### src/hdl/lpt_pkg.sv
// Shared types, constants and helpers for the LPT partition block.
`timescale 1ns / 1ps
`default_nettype none

package lpt_pkg;

    localparam int LOAD_BITS = 22;
    localparam int IDX_BITS  = 6;

    // Controller state.
    typedef enum logic {
        ST_LOAD,
        ST_RUN
    } t_state;

    // Operation applied to every cell of the weight chain in the same cycle.
    typedef enum logic [1:0] {
        W_HOLD,
        W_INSERT,
        W_SHIFT
    } t_wop;

    // Operation applied to every cell of the group chain in the same cycle.
    typedef enum logic [1:0] {
        G_HOLD,
        G_CLEAR,
        G_SEED,
        G_REPLACE
    } t_gop;

    // One group entry: its running load and its group number.
    typedef struct packed {
        logic                 valid;
        logic [LOAD_BITS-1:0] sum;
        logic [IDX_BITS-1:0]  idx;
    } t_gent;

    typedef struct packed {
        logic [15:0] weight;
        logic        set_end;
    } t_in;

    typedef struct packed {
        logic [15:0]          sorted_weight;
        logic [3:0]           group_index;
        logic [LOAD_BITS-1:0] group_load;
        logic                 dropped_items;
        logic                 run_end;
    } t_out;

    // Load plus weight, saturating at the largest load value.
    function automatic logic [LOAD_BITS-1:0] add_sat(input logic [LOAD_BITS-1:0] a,
                                                     input logic [15:0] b);
        logic [LOAD_BITS:0] s;
        s = {1'b0, a} + (LOAD_BITS + 1)'(b);
        return s[LOAD_BITS] ? {LOAD_BITS{1'b1}} : s[LOAD_BITS-1:0];
    endfunction

endpackage

`default_nettype wire

### src/hdl/lpt_wcell.sv
// One cell of the descending weight sorting chain.
`timescale 1ns / 1ps
`default_nettype none

module lpt_wcell #(
    parameter int WB = 16
) (
    input  wire logic           i_clk,
    input  wire lpt_pkg::t_wop  i_op,
    input  wire logic           i_occ,
    input  wire logic [WB-1:0]  i_new,
    input  wire logic [WB-1:0]  i_prev_w,
    input  wire logic           i_prev_gt,
    input  wire logic [WB-1:0]  i_next_w,
    output logic      [WB-1:0]  o_w,
    output logic                o_gt
);
    import lpt_pkg::*;

    logic [WB-1:0] r_w;
    logic [WB-1:0] n_w;

    // The cell keeps its weight when it is at least the incoming one.
    assign o_gt = i_occ && (r_w >= i_new);
    assign o_w  = r_w;

    always_comb begin
        n_w = r_w;
        unique case (i_op)
            W_INSERT: begin
                if (o_gt) begin
                    n_w = r_w;
                end else if (i_prev_gt) begin
                    n_w = i_new;
                end else begin
                    n_w = i_prev_w;
                end
            end
            W_SHIFT: n_w = i_next_w;
            default: n_w = r_w;
        endcase
    end

    always_ff @(posedge i_clk) begin
        r_w <= n_w;
    end

endmodule

`default_nettype wire

### config.mk
export PLATFORM = sky130hd
export DESIGN_NAME = lpt_wcell
export DESIGN_NICKNAME = d
export VERILOG_FILES = /design/src/hdl/lpt_pkg.sv /design/src/hdl/lpt_wcell.sv
export SDC_FILE = /design/constraint.sdc
export NUM_CORES = 1
export LEC_CHECK = 0
export ABC_AREA = 0
export BUFFER_PORTS_ARGS = -buffer_cell sky130_fd_sc_hd__buf_2
export CORE_MARGIN = 2
export CORE_UTILIZATION = 44
export CTS_CLUSTER_SIZE = 30
export DETAILED_ROUTE_END_ITERATION = 7
export GPL_ROUTABILITY_DRIVEN = 0
export PLACE_DENSITY = 0.9
export SLEW_MARGIN = 0
export SYNTH_ARGS = -nofsm -noshare
export SYNTH_HDL_FRONTEND = slang
export SYNTH_SLANG_ARGS = --single-unit
### constraint.sdc
create_clock -name i_clk -period 2.6 [get_ports i_clk]
set_input_delay 0.26 -clock i_clk [delete_from_list [all_inputs] [get_ports i_clk]]
set_output_delay 0.26 -clock i_clk [all_outputs]
set_load 0.01 [all_outputs]
After elaboration in Yosys (flattened, before gate mapping) --
Index checks and enable logic that the tools add are counted.
Word-level totals: bits in registers 16, output and inout port bits 17
Operators by class: order comparisons 1, equality and inequality tests 3, mux-type cells 3, reduce and logical (&&, ||, !) cells 3
Operators with widths (count):
- 16-bit two-way mux | 2
- 16-bit case mux with 2 select lines | 1
- 16-bit greater-or-equal comparator | 1
- 2-bit by 1-bit equality test with 1-bit output (second input constant) | 1
- 2-bit equality test (second input constant) | 1
- 2-bit != test (second input constant) | 1
- 2-bit AND reduction | 1
- 2-bit nonzero test | 1
- 1-bit logical AND | 1

Depth between registers and ports, before layout --
word-level depth 4, mapped depth 7

Least setup slack after synthesis --
No wires, ideal clock.
path kind reg-to-reg, start point reg r_w[0] (netlist: o_w[0]), end point reg r_w[0] (netlist: o_w[0]), enable pin, setup time 377 ps, data arrival time 2160 ps, data required time 2223 ps, path slack 63 ps, stages on the path, launching flop included 8, buffers on the path 0, period minus slack after synthesis 2537 ps, cells stage by stage edfxtp_1 inv_1 ha_1 nand2b_4 a2111oi_4 a2111oi_1 o41a_1 o21bai_2
On the way: cells in the longest elaborated chain, start to end 4
Ends and longest elaborated chain:
- from (decl) | RTL line lpt_wcell.sv:20 | logic [WB-1:0] r_w;
- from (signal assigned) | RTL line lpt_wcell.sv:45 | r_w <= n_w;
- 16-bit greater-or-equal comparator | RTL line lpt_wcell.sv:24 | assign o_gt = i_occ && (r_w >= i_new);
- 1-bit logical AND | RTL line lpt_wcell.sv:24
- via o_gt | RTL line lpt_wcell.sv:16 | output logic o_gt
- 2-bit != test (no source line)
- 2-bit AND reduction (no source line)
The timed path passes the listed nets, and every way through them passes these cells. A chain may end at the register's enable or synchronous reset.

Final worst setup path --
start point reg r_w[15] (netlist: o_w[15]), end point reg r_w[0] (netlist: o_w[0]), enable pin
On the way: cells in the longest elaborated chain, start to end 4
Ends and longest elaborated chain (RTL line):
- 16-bit greater-or-equal comparator | lpt_wcell.sv:24
- 1-bit logical AND | lpt_wcell.sv:24
- 2-bit != test (no source line)
- 2-bit AND reduction (no source line)
Every way passes these cells.

==> run summary <==
Worst-path clk slew -> 0.10 ns
placed insts -> 225
GRT overflow -> 0
P_sw -> 0.2010 mW
detailed placer's ending HPWL -> 2440 um
final-report max-slew violation count -> 0
Setup CP Type -> flip-flop to flip-flop
number of flops mapped to enable cells by yosys -> 16
final-report hold violation count -> 0
Initial Util -> 0.4581
clk sink count -> 16
postcts setup bufs -> 0
post-route ant nets -> 0
Max-Cap Viols -> 0
Rel. slew slack -> 0.6081
RSZ-0062 raised after global routing -> no
top cells by count, synth -> 19 x nand2_1, 17 x inv_1, 17 x o21ai_1
combinational share of power -> 0.317
Die Area -> 3289 um2
antenna violations before repair -> 0
Worst Path Arrival -> 2.37 ns
Pleak -> 0.8639 nW
Worst R2R Start -> o_w[15]$_DFFE_PP_
IO Pins -> 70
Synthesized Nets -> 196
# diodes -> 0
Die Ht -> 57.35 um
Routed WL -> 2876 um
synth warn -> 0
area occupied by multi-input gates -> 689.4 um2
post-synth top area share -> 0.3836
DR top layer -> met4
first-pass GRT wire length -> 4747 um
met3 wire length -> 172 um
Synth area leader -> edfxtp_1
Setup crit start kind -> flip-flop
pin count of the biggest net entering global routing -> 19
Placed Area -> 1640 um2
Pwr Density -> 406.6 nW/um2
status -> complete, no violations
met2 wire len -> 1445 um
Yosys reg bits -> 16
Post-CTS Resized -> 0
GRT Util Overall -> 0.1867
most common cell in the netlist -> nand2_1
hold buffer count at cts -> 0
clock tree buffer depth -> 2
Fmax -> 421.4 MHz
Hold Crit Start -> i_next_w[13]
Final Non-Filler Cells -> 229
clock skew -> 0.01096 ns
Min-Delay Path Class -> input port to flip-flop
CP max FO -> 7
Chip Width -> 57.35 um
Core ar. -> 2734 um2
crit path capture type -> flip-flop
setup TNS -> 0 ns
slew at the pin closest to its max-slew limit -> 0.5852 ns
FF/Latch Area -> 480.5 um2
Root Driver -> clkbuf_4
Synth Flop Type -> edfxtp_1
fraction of registers with async set/reset -> 0
Seq pwr share -> 0.483
Syn Area/Cell -> 9.862 um2
DR DRC count -> 0
Site Rows -> 19
CTS tree -> yes
Endpoint, Worst Hold -> o_w[13]$_DFFE_PP_
Worst IR Drop VDD -> 0.2391 mV
post-synth cell types -> 22
clk_lat worst skew -> 0.29 ns
vias per cell -> 5.118
Worst Reg2Reg Path Length in Cells -> 7
Pre-antenna DRT Iters -> 6
fillcell total -> 241
Switching Share -> 0.2966
synthesized instance count -> 127
crit path time final -> 2.373 ns
# H-tree levels -> 1
hold depth -> 3
top cells by area, synth -> edfxtp_1 38%, ha_1 16%, mux2i_1 13%
clock network power share -> 0.200
worst flop-to-flop path endpoint -> o_w[0]$_DFFE_PP_
drt initial violations -> 34
Final Net Count -> 268
fin crit share -> 0.9128
vias -> 1172
Syn Std Cell Area -> 1252 um2
final setup vio count -> 0
drt wl/cell -> 12.56 um
IO buf count -> 69
internal power -> 0.4767 mW
Largest register FFs -> 16
Finished Cell Area -> 1667 um2
M1 WL -> 1240 um
share of post-route cells with drive strength above 1 -> 0.3990
total CTS buffers -> 3
Worst R2R Setup Slack -> 0.23 ns
Seq/Total Area, Yosys -> 0.3836
Layout area overhead -> 33.07%
number of global-route vias before repair -> 1110
CP required -> 2.60 ns
[critical path, cell delays in order, from the launching register on]
cell	delay, ns
edfxtp_1	0.42
ha_1	0.32
and4_1	0.21
a21oi_1	0.11
o21ai_0	0.09
o41a_1	0.43
o21bai_2	0.28
buf_4	0.22
[area by class of cell]
class | instances | share of cell area
Tap cell | 31 | 0.02327
Multi-Input combinational cell | 89 | 0.4137
Timing Repair Buffer | 72 | 0.2207
Inverter | 17 | 0.03829
Sequential cell | 16 | 0.2883
Clock inverter | 1 | 0.002252
Clock buffer | 3 | 0.01351
[cell usage in the layout (no fill, tap or decap)]
cell / count
edfxtp_1: 16
o41a_1: 1
o21ai_1: 17
clkinv_1: 1
nand2_1: 19
and4_1: 2
ha_1: 16
a2111oi_1: 1
nand3_1: 2
a21oi_1: 4
buf_2: 69
nor2b_2: 1
a31oi_1: 1
mux2i_1: 16
nand2b_1: 1
a21o_1: 1
nand4_1: 2
buf_4: 3
inv_1: 17
a2111oi_4: 1
clkbuf_4: 3
nand2b_4: 1
o21ai_0: 2
o21bai_2: 1
[cells by family after synthesis]
logic type,share of synthesized area
muxes,0.1279
and+or+nand+nor,0.1099
buffers and inverters,0.06793
adders and majority gates,0.1598
AOI/OAI and AO/OA,0.1509
DFF,0.3836
[per-layer routing]
metal,track usage,vias to the layer above
li1,-,600
met1,0.2279,526
met2,0.3442,44
met3,0.02268,2
met4,0.04983,0
met5,0,-
[metrics by stage]
stage	util	setup slack, ns	power (mW)	hold slack (ns)
3_3_place_gp	0.6000	0.2845	0.5426	0.5486
3_5_place_dp	0.6000	0.2201	0.5505	0.5429
6_report	0.6096	0.2268	0.6777	0.2471
4_1_cts	0.6096	0.2160	0.6831	0.2418
2_1_floorplan	-	0.06295	0.4559	0.4535
5_1_grt	0.6096	0.08427	0.7184	0.2619
[worst max-delay path by stage]
stage | from | to | slack, ns | depth (start not counted)
after floorplan | o_w[0]$_DFFE_PP_ | o_w[0]$_DFFE_PP_ | 0.06 | 7
after global routing | o_w[15]$_DFFE_PP_ | o_gt | 0.08 | 6
after global placement | i_new[0] | o_w[10]$_DFFE_PP_ | 0.28 | 8
final | o_w[15]$_DFFE_PP_ | o_w[0]$_DFFE_PP_ | 0.23 | 7
after CTS | o_w[15]$_DFFE_PP_ | o_w[14]$_DFFE_PP_ | 0.22 | 7
after detailed placement | i_new[0] | o_w[10]$_DFFE_PP_ | 0.22 | 8
[power by group through the flow]
stage / logic [mW] / clock network (mW) / registers [mW]
global placement: 0.211 / 0 / 0.332
global route: 0.241 / 0.146 / 0.331
detailed placement: 0.217 / 0 / 0.334
CTS: 0.218 / 0.137 / 0.328
floorplan: 0.112 / 0 / 0.344
finish: 0.215 / 0.135 / 0.328
(Power assumes the default switching activity.)
