<file path="config.mk">
export PLATFORM = sky130hd
export DESIGN_NAME = lpt_gcell
export DESIGN_NICKNAME = d
export VERILOG_FILES = /design/src/hdl/lpt_pkg.sv /design/src/hdl/lpt_gcell.sv
export SDC_FILE = /design/constraint.sdc
export NUM_CORES = 1
export LEC_CHECK = 0
export ABC_AREA = 0
export BUFFER_PORTS_ARGS = -buffer_cell sky130_fd_sc_hd__buf_2
export CORE_MARGIN = 2
export CORE_UTILIZATION = 49
export CTS_CLUSTER_DIAMETER = 30
export CTS_CLUSTER_SIZE = 30
export DETAILED_ROUTE_END_ITERATION = 10
export GPL_TIMING_DRIVEN = 0
export PLACE_DENSITY_LB_ADDON = 0.3
export SLEW_MARGIN = 20
export SYNTH_ARGS = -nofsm -noshare
export SYNTH_HDL_FRONTEND = slang
export SYNTH_SLANG_ARGS = --single-unit
</file>
<file path="constraint.sdc">
create_clock -name i_clk -period 7.1 [get_ports i_clk]
set_input_delay 1.42 -clock i_clk [delete_from_list [all_inputs] [get_ports i_clk]]
set_output_delay 1.42 -clock i_clk [all_outputs]
set_load 0.005 [all_outputs]
</file>
<file path="src/hdl/lpt_pkg.sv">
// Shared types, constants and helpers for the LPT partition block.
`timescale 1ns / 1ps
`default_nettype none

package lpt_pkg;

    localparam int LOAD_BITS = 22;
    localparam int IDX_BITS  = 6;

    // Controller state.
    typedef enum logic {
        ST_LOAD,
        ST_RUN
    } t_state;

    // Operation applied to every cell of the weight chain in the same cycle.
    typedef enum logic [1:0] {
        W_HOLD,
        W_INSERT,
        W_SHIFT
    } t_wop;

    // Operation applied to every cell of the group chain in the same cycle.
    typedef enum logic [1:0] {
        G_HOLD,
        G_CLEAR,
        G_SEED,
        G_REPLACE
    } t_gop;

    // One group entry: its running load and its group number.
    typedef struct packed {
        logic                 valid;
        logic [LOAD_BITS-1:0] sum;
        logic [IDX_BITS-1:0]  idx;
    } t_gent;

    typedef struct packed {
        logic [15:0] weight;
        logic        set_end;
    } t_in;

    typedef struct packed {
        logic [15:0]          sorted_weight;
        logic [3:0]           group_index;
        logic [LOAD_BITS-1:0] group_load;
        logic                 dropped_items;
        logic                 run_end;
    } t_out;

    // Load plus weight, saturating at the largest load value.
    function automatic logic [LOAD_BITS-1:0] add_sat(input logic [LOAD_BITS-1:0] a,
                                                     input logic [15:0] b);
        logic [LOAD_BITS:0] s;
        s = {1'b0, a} + (LOAD_BITS + 1)'(b);
        return s[LOAD_BITS] ? {LOAD_BITS{1'b1}} : s[LOAD_BITS-1:0];
    endfunction

endpackage

`default_nettype wire

</file>
<file path="src/hdl/lpt_gcell.sv">
// One cell of the group chain, kept in ascending order of load and index.
`timescale 1ns / 1ps
`default_nettype none

module lpt_gcell (
    input  wire logic            i_clk,
    input  wire logic            i_rst_n,
    input  wire lpt_pkg::t_gop   i_op,
    input  wire logic            i_head,
    input  wire lpt_pkg::t_gent  i_key,
    input  wire lpt_pkg::t_gent  i_prev,
    input  wire logic            i_prev_lt,
    input  wire lpt_pkg::t_gent  i_next,
    input  wire logic            i_next_lt,
    output lpt_pkg::t_gent       o_ent,
    output logic                 o_lt
);
    import lpt_pkg::*;

    t_gent r_ent;
    t_gent n_ent;

    // Ordering key is the load first, the group number breaking ties.
    assign o_lt  = r_ent.valid && ({r_ent.sum, r_ent.idx} < {i_key.sum, i_key.idx});
    assign o_ent = r_ent;

    always_comb begin
        n_ent = r_ent;
        unique case (i_op)
            G_CLEAR: n_ent.valid = 1'b0;
            G_SEED: begin
                if (o_lt) begin
                    n_ent = r_ent;
                end else if (i_head || i_prev_lt) begin
                    n_ent = i_key;
                end else begin
                    n_ent = i_prev;
                end
            end
            G_REPLACE: begin
                // The head leaves; smaller entries move up, the key drops in.
                if (i_next_lt) begin
                    n_ent = i_next;
                end else if (i_head || o_lt) begin
                    n_ent = i_key;
                end else begin
                    n_ent = r_ent;
                end
            end
            default: n_ent = r_ent;
        endcase
    end

    always_ff @(posedge i_clk) begin
        if (!i_rst_n) begin
            r_ent <= '0;
        end else begin
            r_ent <= n_ent;
        end
    end

endmodule

`default_nettype wire

</file>
### Yosys cells after proc, flatten, opt, wreduce, memory -nomap -nowiden

Cells that the tools add are included.

| word-level totals | value |
|---|---|
| input port bits | 94 |
| output and inout port bits | 30 |
| memory bits (read-only) | 0 |
| memories kept | 0 |
| latch bits | 0 |
| register bits after elaboration | 29 |
| word-level logic and storage cells | 22 |
| RAM bits | 0 |

| cells by class | value |
|---|---|
| $mul | 0 |
| bitwise logic cells | 0 |
| equal/unequal tests | 5 |
| add/subtract/negate cells | 0 |
| divide/modulo/power cells | 0 |
| reductions and logical operators | 7 |
| $lt $le $gt $ge | 1 |
| muxes and demuxes | 6 |
| shift operators | 0 |

Operator list:

| kind | number |
|---|---|
| $mux 29 | 4 |
| $pmux 28 s2 | 1 |
| $lt 28x28->1 | 1 |
| $reduce_and 3->1 | 2 |
| $eq 2x2->1 const B | 2 |
| $ne 3x3->1 const B | 1 |
| $pmux 1 s3 | 1 |
| $reduce_bool 3->1 | 1 |
| $eq 2x1->1 const B | 1 |
| $logic_or 1x1->1 | 2 |
| $ne 2x2->1 const B | 1 |
| $reduce_bool 2->1 | 1 |
| $logic_and 1x1->1 | 1 |

### Longest topological paths before layout

| logic depth | value |
|---|---|
| word-level depth | 6 |
| depth in mapped cells | 11 |
| depth with buffers taken out | 9 |

### Least setup slack after synthesis

Ideal clock, no wire load.

| timing | value |
|---|---|
| path kind | input-to-output |
| start | in i_key[26] (netlist bit) |
| end | out o_lt |
| stages | 6 |
| data arrival time | 2840 ps |
| slack | 2840 ps |
| required time | 5680 ps |
| path buffers | 0 |
| path through | inv_1 -> ha_1 -> nand4_1 -> or4_1 -> a311oi_1 -> nor3_1 |

| on the way | value |
|---|---|
| longest elaborated chain between the ends | 2 |

Ends and longest elaborated chain:

| item | line | source |
|---|---|---|
| start: declaration | lpt_gcell.sv:10 | `input wire lpt_pkg::t_gent i_key,` |
| $lt 28x28->1 | lpt_gcell.sv:24 | `assign o_lt = r_ent.valid && ({r_ent.sum, r_ent.idx} < {i_key.sum, i_key.idx});` |
| $logic_and 1x1->1 | lpt_gcell.sv:24 |  |
| end: declaration | lpt_gcell.sv:16 | `output logic o_lt` |

Every way passes these cells.

### Worst setup path after layout

Same ends and word-level chain as after synthesis.

==> out/metrics.json <==
{
  "multi_input_comb_area": {"value": 1505, "unit": "um^2"},
  "clock_tree.htree_level_count": {"value": 2},
  "filler_cell_count": {"value": 387},
  "antenna_cells": {"value": 0},
  "max-vdd-ir-drop": {"value": 0.09784, "unit": "mV"},
  "final_wl": {"value": 7073, "unit": "um"},
  "syn-instance-count": {"value": 277},
  "post_synth_instance_area": {"value": 2307, "unit": "um^2"},
  "cts.repair.resized": {"value": 0},
  "crit-reg2reg-capture": {"value": "o_ent[6]"},
  "critPathMaxStageDelay": {"value": 600, "unit": "ps"},
  "gpl.final_weighted_congestion": {"value": 0.8957},
  "worst_r2r_path_depth": {"value": 9},
  "skew": {"value": 8.626, "unit": "ps"},
  "critical_path_required": {"value": 5680, "unit": "ps"},
  "crit_type": {"value": "primary input to primary output"},
  "core": {"value": 4444, "unit": "um^2"},
  "row_count": {"value": 24},
  "dp_hpwl": {"value": 5376, "unit": "um"},
  "clock_tree_from_tritoncts": {"value": "yes"},
  "drt_first_iter_violations": {"value": 155},
  "routed-via-count": {"value": 2757},
  "final-setup-viol-count": {"value": 0},
  "max_freq": {"value": 205.2, "unit": "MHz"},
  "post_cts_buffers": {"value": 0},
  "cts-root-to-sink-buffers": {"value": 2},
  "insertion_delay": {"value": 290, "unit": "ps"},
  "relSlewSlack": {"value": 53.63, "unit": "%"},
  "detail_route.first_pass.iterations": {"value": 5},
  "status": {"value": "completed"},
  "routed-wl-met3": {"value": 590, "unit": "um"},
  "largest_reg_flops": {"value": 29},
  "regToRegStartpoint": {"value": "o_ent[26]"},
  "detail_route.drc_violations": {"value": 0},
  "cts_hold_buffers": {"value": 0},
  "port_buffers": {"value": 121},
  "path_cells": {"value": "buf_2 > inv_1 > ha_1 > nand4_1 > or4_1 > a311oi_1 > nor3_1 > buf_2"},
  "cts_num_sinks": {"value": 29},
  "leakage_power_figure": {"value": 0.001639, "unit": "uW"},
  "cts.reportedPaths.clkPinSlew": {"value": 70, "unit": "ps"},
  "vias_in_the_first_global_route": {"value": 2639},
  "met1_length": {"value": 2871, "unit": "um"},
  "rsz0062_at_grt": {"value": "false"},
  "final_core_util": {"value": 69.62, "unit": "%"},
  "ctsRootBufferMaster": {"value": "sky130_fd_sc_hd__clkbuf_8"},
  "cp.arrival": {"value": 3450, "unit": "ps"},
  "highest-signal-layer": {"value": "met4"},
  "yosysTopAreaCell": {"value": "sky130_fd_sc_hd__dfxtp_1"},
  "detailedPlace.worstSlack": {"value": 2270, "unit": "ps"},
  "critPathMaxFanout": {"value": 3},
  "pin_count": {"value": 124},
  "ys_types": {"value": 34},
  "mostFrequentLayoutCell": {"value": "sky130_fd_sc_hd__buf_2"},
  "syn-num-nets": {"value": 398},
  "die_width": {"value": 72.62, "unit": "um"},
  "route.detailed.vias_per_inst": {"value": 6.020},
  "tightestPinTransition": {"value": 692.9, "unit": "ps"},
  "setup_tns": {"value": 0, "unit": "ps"},
  "grt_antenna_before_repair": {"value": 0},
  "timing_max_transition_violations_final": {"value": 0},
  "ys_ff_latch": {"value": 29},
  "drive_gt1_share": {"value": 39.41, "unit": "%"},
  "num-nets-final": {"value": 526},
  "holdCritStartpoint": {"value": "o_ent[28]"},
  "syn_area_per_cell": {"value": 8.329, "unit": "um^2"},
  "period_needed": {"value": 4872, "unit": "ps"},
  "max_cap_violations": {"value": 0},
  "hold_path_class": {"value": "register to register"},
  "worst_path_max_delay_cell": {"value": "sky130_fd_sc_hd__or4_1"},
  "cts-buffers-inserted": {"value": 5},
  "hold-path-cell-count": {"value": 1},
  "routed_wire_length_per_instance": {"value": 15.44, "unit": "um"},
  "timing.final.crit_share": {"value": 68.62, "unit": "%"},
  "routed-wl-met2": {"value": 3484, "unit": "um"},
  "synthTopCellsByArea": {"value": "sky130_fd_sc_hd__dfxtp_1 25%, sky130_fd_sc_hd__ha_1 15%, sky130_fd_sc_hd__a22oi_1 9.1%"},
  "grt_pass1_wl": {"value": 11270, "unit": "um"},
  "floorplan.initialDensity": {"value": 51.91, "unit": "%"},
  "power_density": {"value": 170.4, "unit": "nW/um^2"},
  "worst_path_most_repeated_cell": {"value": "sky130_fd_sc_hd__buf_2"},
  "startpoint_type": {"value": "primary input"},
  "grt_usage": {"value": 26.96, "unit": "%"},
  "area_growth": {"value": 34.11, "unit": "%"},
  "die_h": {"value": 72.62, "unit": "um"},
  "global_route.overflow_total": {"value": 0},
  "number_of_warning_messages_in_the_yosys_log": {"value": 0},
  "grt_start_max_net_pins": {"value": 11},
  "finalWorstSetupSlack": {"value": 2228, "unit": "ps"},
  "ant_nets": {"value": 0},
  "yosys.area.top_type_share": {"value": 25.16, "unit": "%"},
  "ys_seq_area_share": {"value": 25.16, "unit": "%"},
  "register_area": {"value": 580.6, "unit": "um^2"},
  "design.die.area": {"value": 5274, "unit": "um^2"},
  "endpoint_kind": {"value": "primary output"},
  "hold_violations": {"value": 0},
  "layout.cells.most_common_list": {"value": "127 x sky130_fd_sc_hd__buf_2, 33 x sky130_fd_sc_hd__nand4_1, 33 x sky130_fd_sc_hd__nand2_1"},
  "min_delay_worst_endpoint": {"value": "o_ent[28]"},
  "ff2ff_setup_slack": {"value": 4030, "unit": "ps"}
}
[cell families after synthesis]
group           share of synthesized area [%]
mux                                    0.9219
simple gates                            19.31
fa+ha+maj                               14.64
compound gates                          30.37
buf+inv                                 9.599
flops                                   25.16
[area by class of cell]
type,count,share of cell area [%]
Buffer,24,3.761
Tap cell,52,2.103
Clock inverter,1,0.9705
Timing Repair Buffer,121,19.57
Clock buffer,7,2.790
Multi-Input combinational cell,196,48.65
Sequential cell,29,18.76
Inverter,28,3.397
[stage by stage]
| stage | hold slack [ps] | power (uW) | std cells | instance area (um^2) |
|---|---|---|---|---|
| 2_1_floorplan | 487.1 | 281.3 | 277 | 2307 |
| 3_3_place_gp | 478.4 | 342.6 | 450 | 2978 |
| 3_5_place_dp | 498.4 | 346.3 | 450 | 2978 |
| 4_1_cts | 515.0 | 526.7 | 458 | 3094 |
| 5_1_grt | 542.7 | 553.9 | 458 | 3094 |
| 6_report | 510.2 | 527.4 | 458 | 3094 |
[metal layers]
metal	vias up	track usage (%)
met4	0	11.52
met3	15	5.801
met2	133	46.67
met1	1282	32.06
li1	1327	-
met5	-	0
[Yosys cell counts]
cell type / count
sky130_fd_sc_hd__o31ai_1: 1
sky130_fd_sc_hd__clkbuf_1: 15
sky130_fd_sc_hd__buf_6: 2
sky130_fd_sc_hd__a31oi_1: 2
sky130_fd_sc_hd__a21oi_1: 10
sky130_fd_sc_hd__nor3_1: 2
sky130_fd_sc_hd__nand2b_1: 2
sky130_fd_sc_hd__dfxtp_1: 29
sky130_fd_sc_hd__o221a_1: 10
sky130_fd_sc_hd__inv_1: 28
sky130_fd_sc_hd__nand3_1: 2
sky130_fd_sc_hd__and3_1: 1
sky130_fd_sc_hd__nand4_1: 33
sky130_fd_sc_hd__nand2_1: 33
sky130_fd_sc_hd__o21ai_0: 4
sky130_fd_sc_hd__nor2_1: 5
sky130_fd_sc_hd__mux2_2: 1
sky130_fd_sc_hd__a21o_1: 3
sky130_fd_sc_hd__a2111oi_2: 1
sky130_fd_sc_hd__mux2i_1: 1
sky130_fd_sc_hd__a22oi_1: 28
sky130_fd_sc_hd__buf_4: 1
sky130_fd_sc_hd__a311oi_1: 1
sky130_fd_sc_hd__buf_2: 6
sky130_fd_sc_hd__o221a_2: 18
sky130_fd_sc_hd__nor2b_1: 1
sky130_fd_sc_hd__a221oi_1: 1
sky130_fd_sc_hd__o21a_1: 2
sky130_fd_sc_hd__and3_4: 1
sky130_fd_sc_hd__a211oi_1: 2
sky130_fd_sc_hd__nand2b_4: 1
sky130_fd_sc_hd__or4_1: 2
sky130_fd_sc_hd__ha_1: 27
sky130_fd_sc_hd__or4_4: 1
[worst max-delay path by stage]
stage	start	endpoint	cells past startpoint
2_1_floorplan	i_key[26]	o_lt	6
3_3_place_gp	i_key[26]	o_lt	8
3_5_place_dp	i_key[26]	o_lt	8
4_1_cts	i_key[26]	o_lt	8
5_1_grt	i_key[26]	o_lt	8
6_report	i_key[26]	o_lt	8
[where the power goes]
group	total (uW)	switching, uW	internal [uW]	leakage (uW)
combinational	155	76.9	77.7	0.00134
sequential	190	12.3	178	0.000241
clock	183	68.3	114	0.0000585
[worst max-delay path, delay by kind of cell]
kind / cells / cell delay (ps)
simple gates: 3 / 920
buf+inv: 3 / 330
fa+ha+maj: 1 / 310
compound gates: 1 / 480
(Power assumes the default switching activity.)
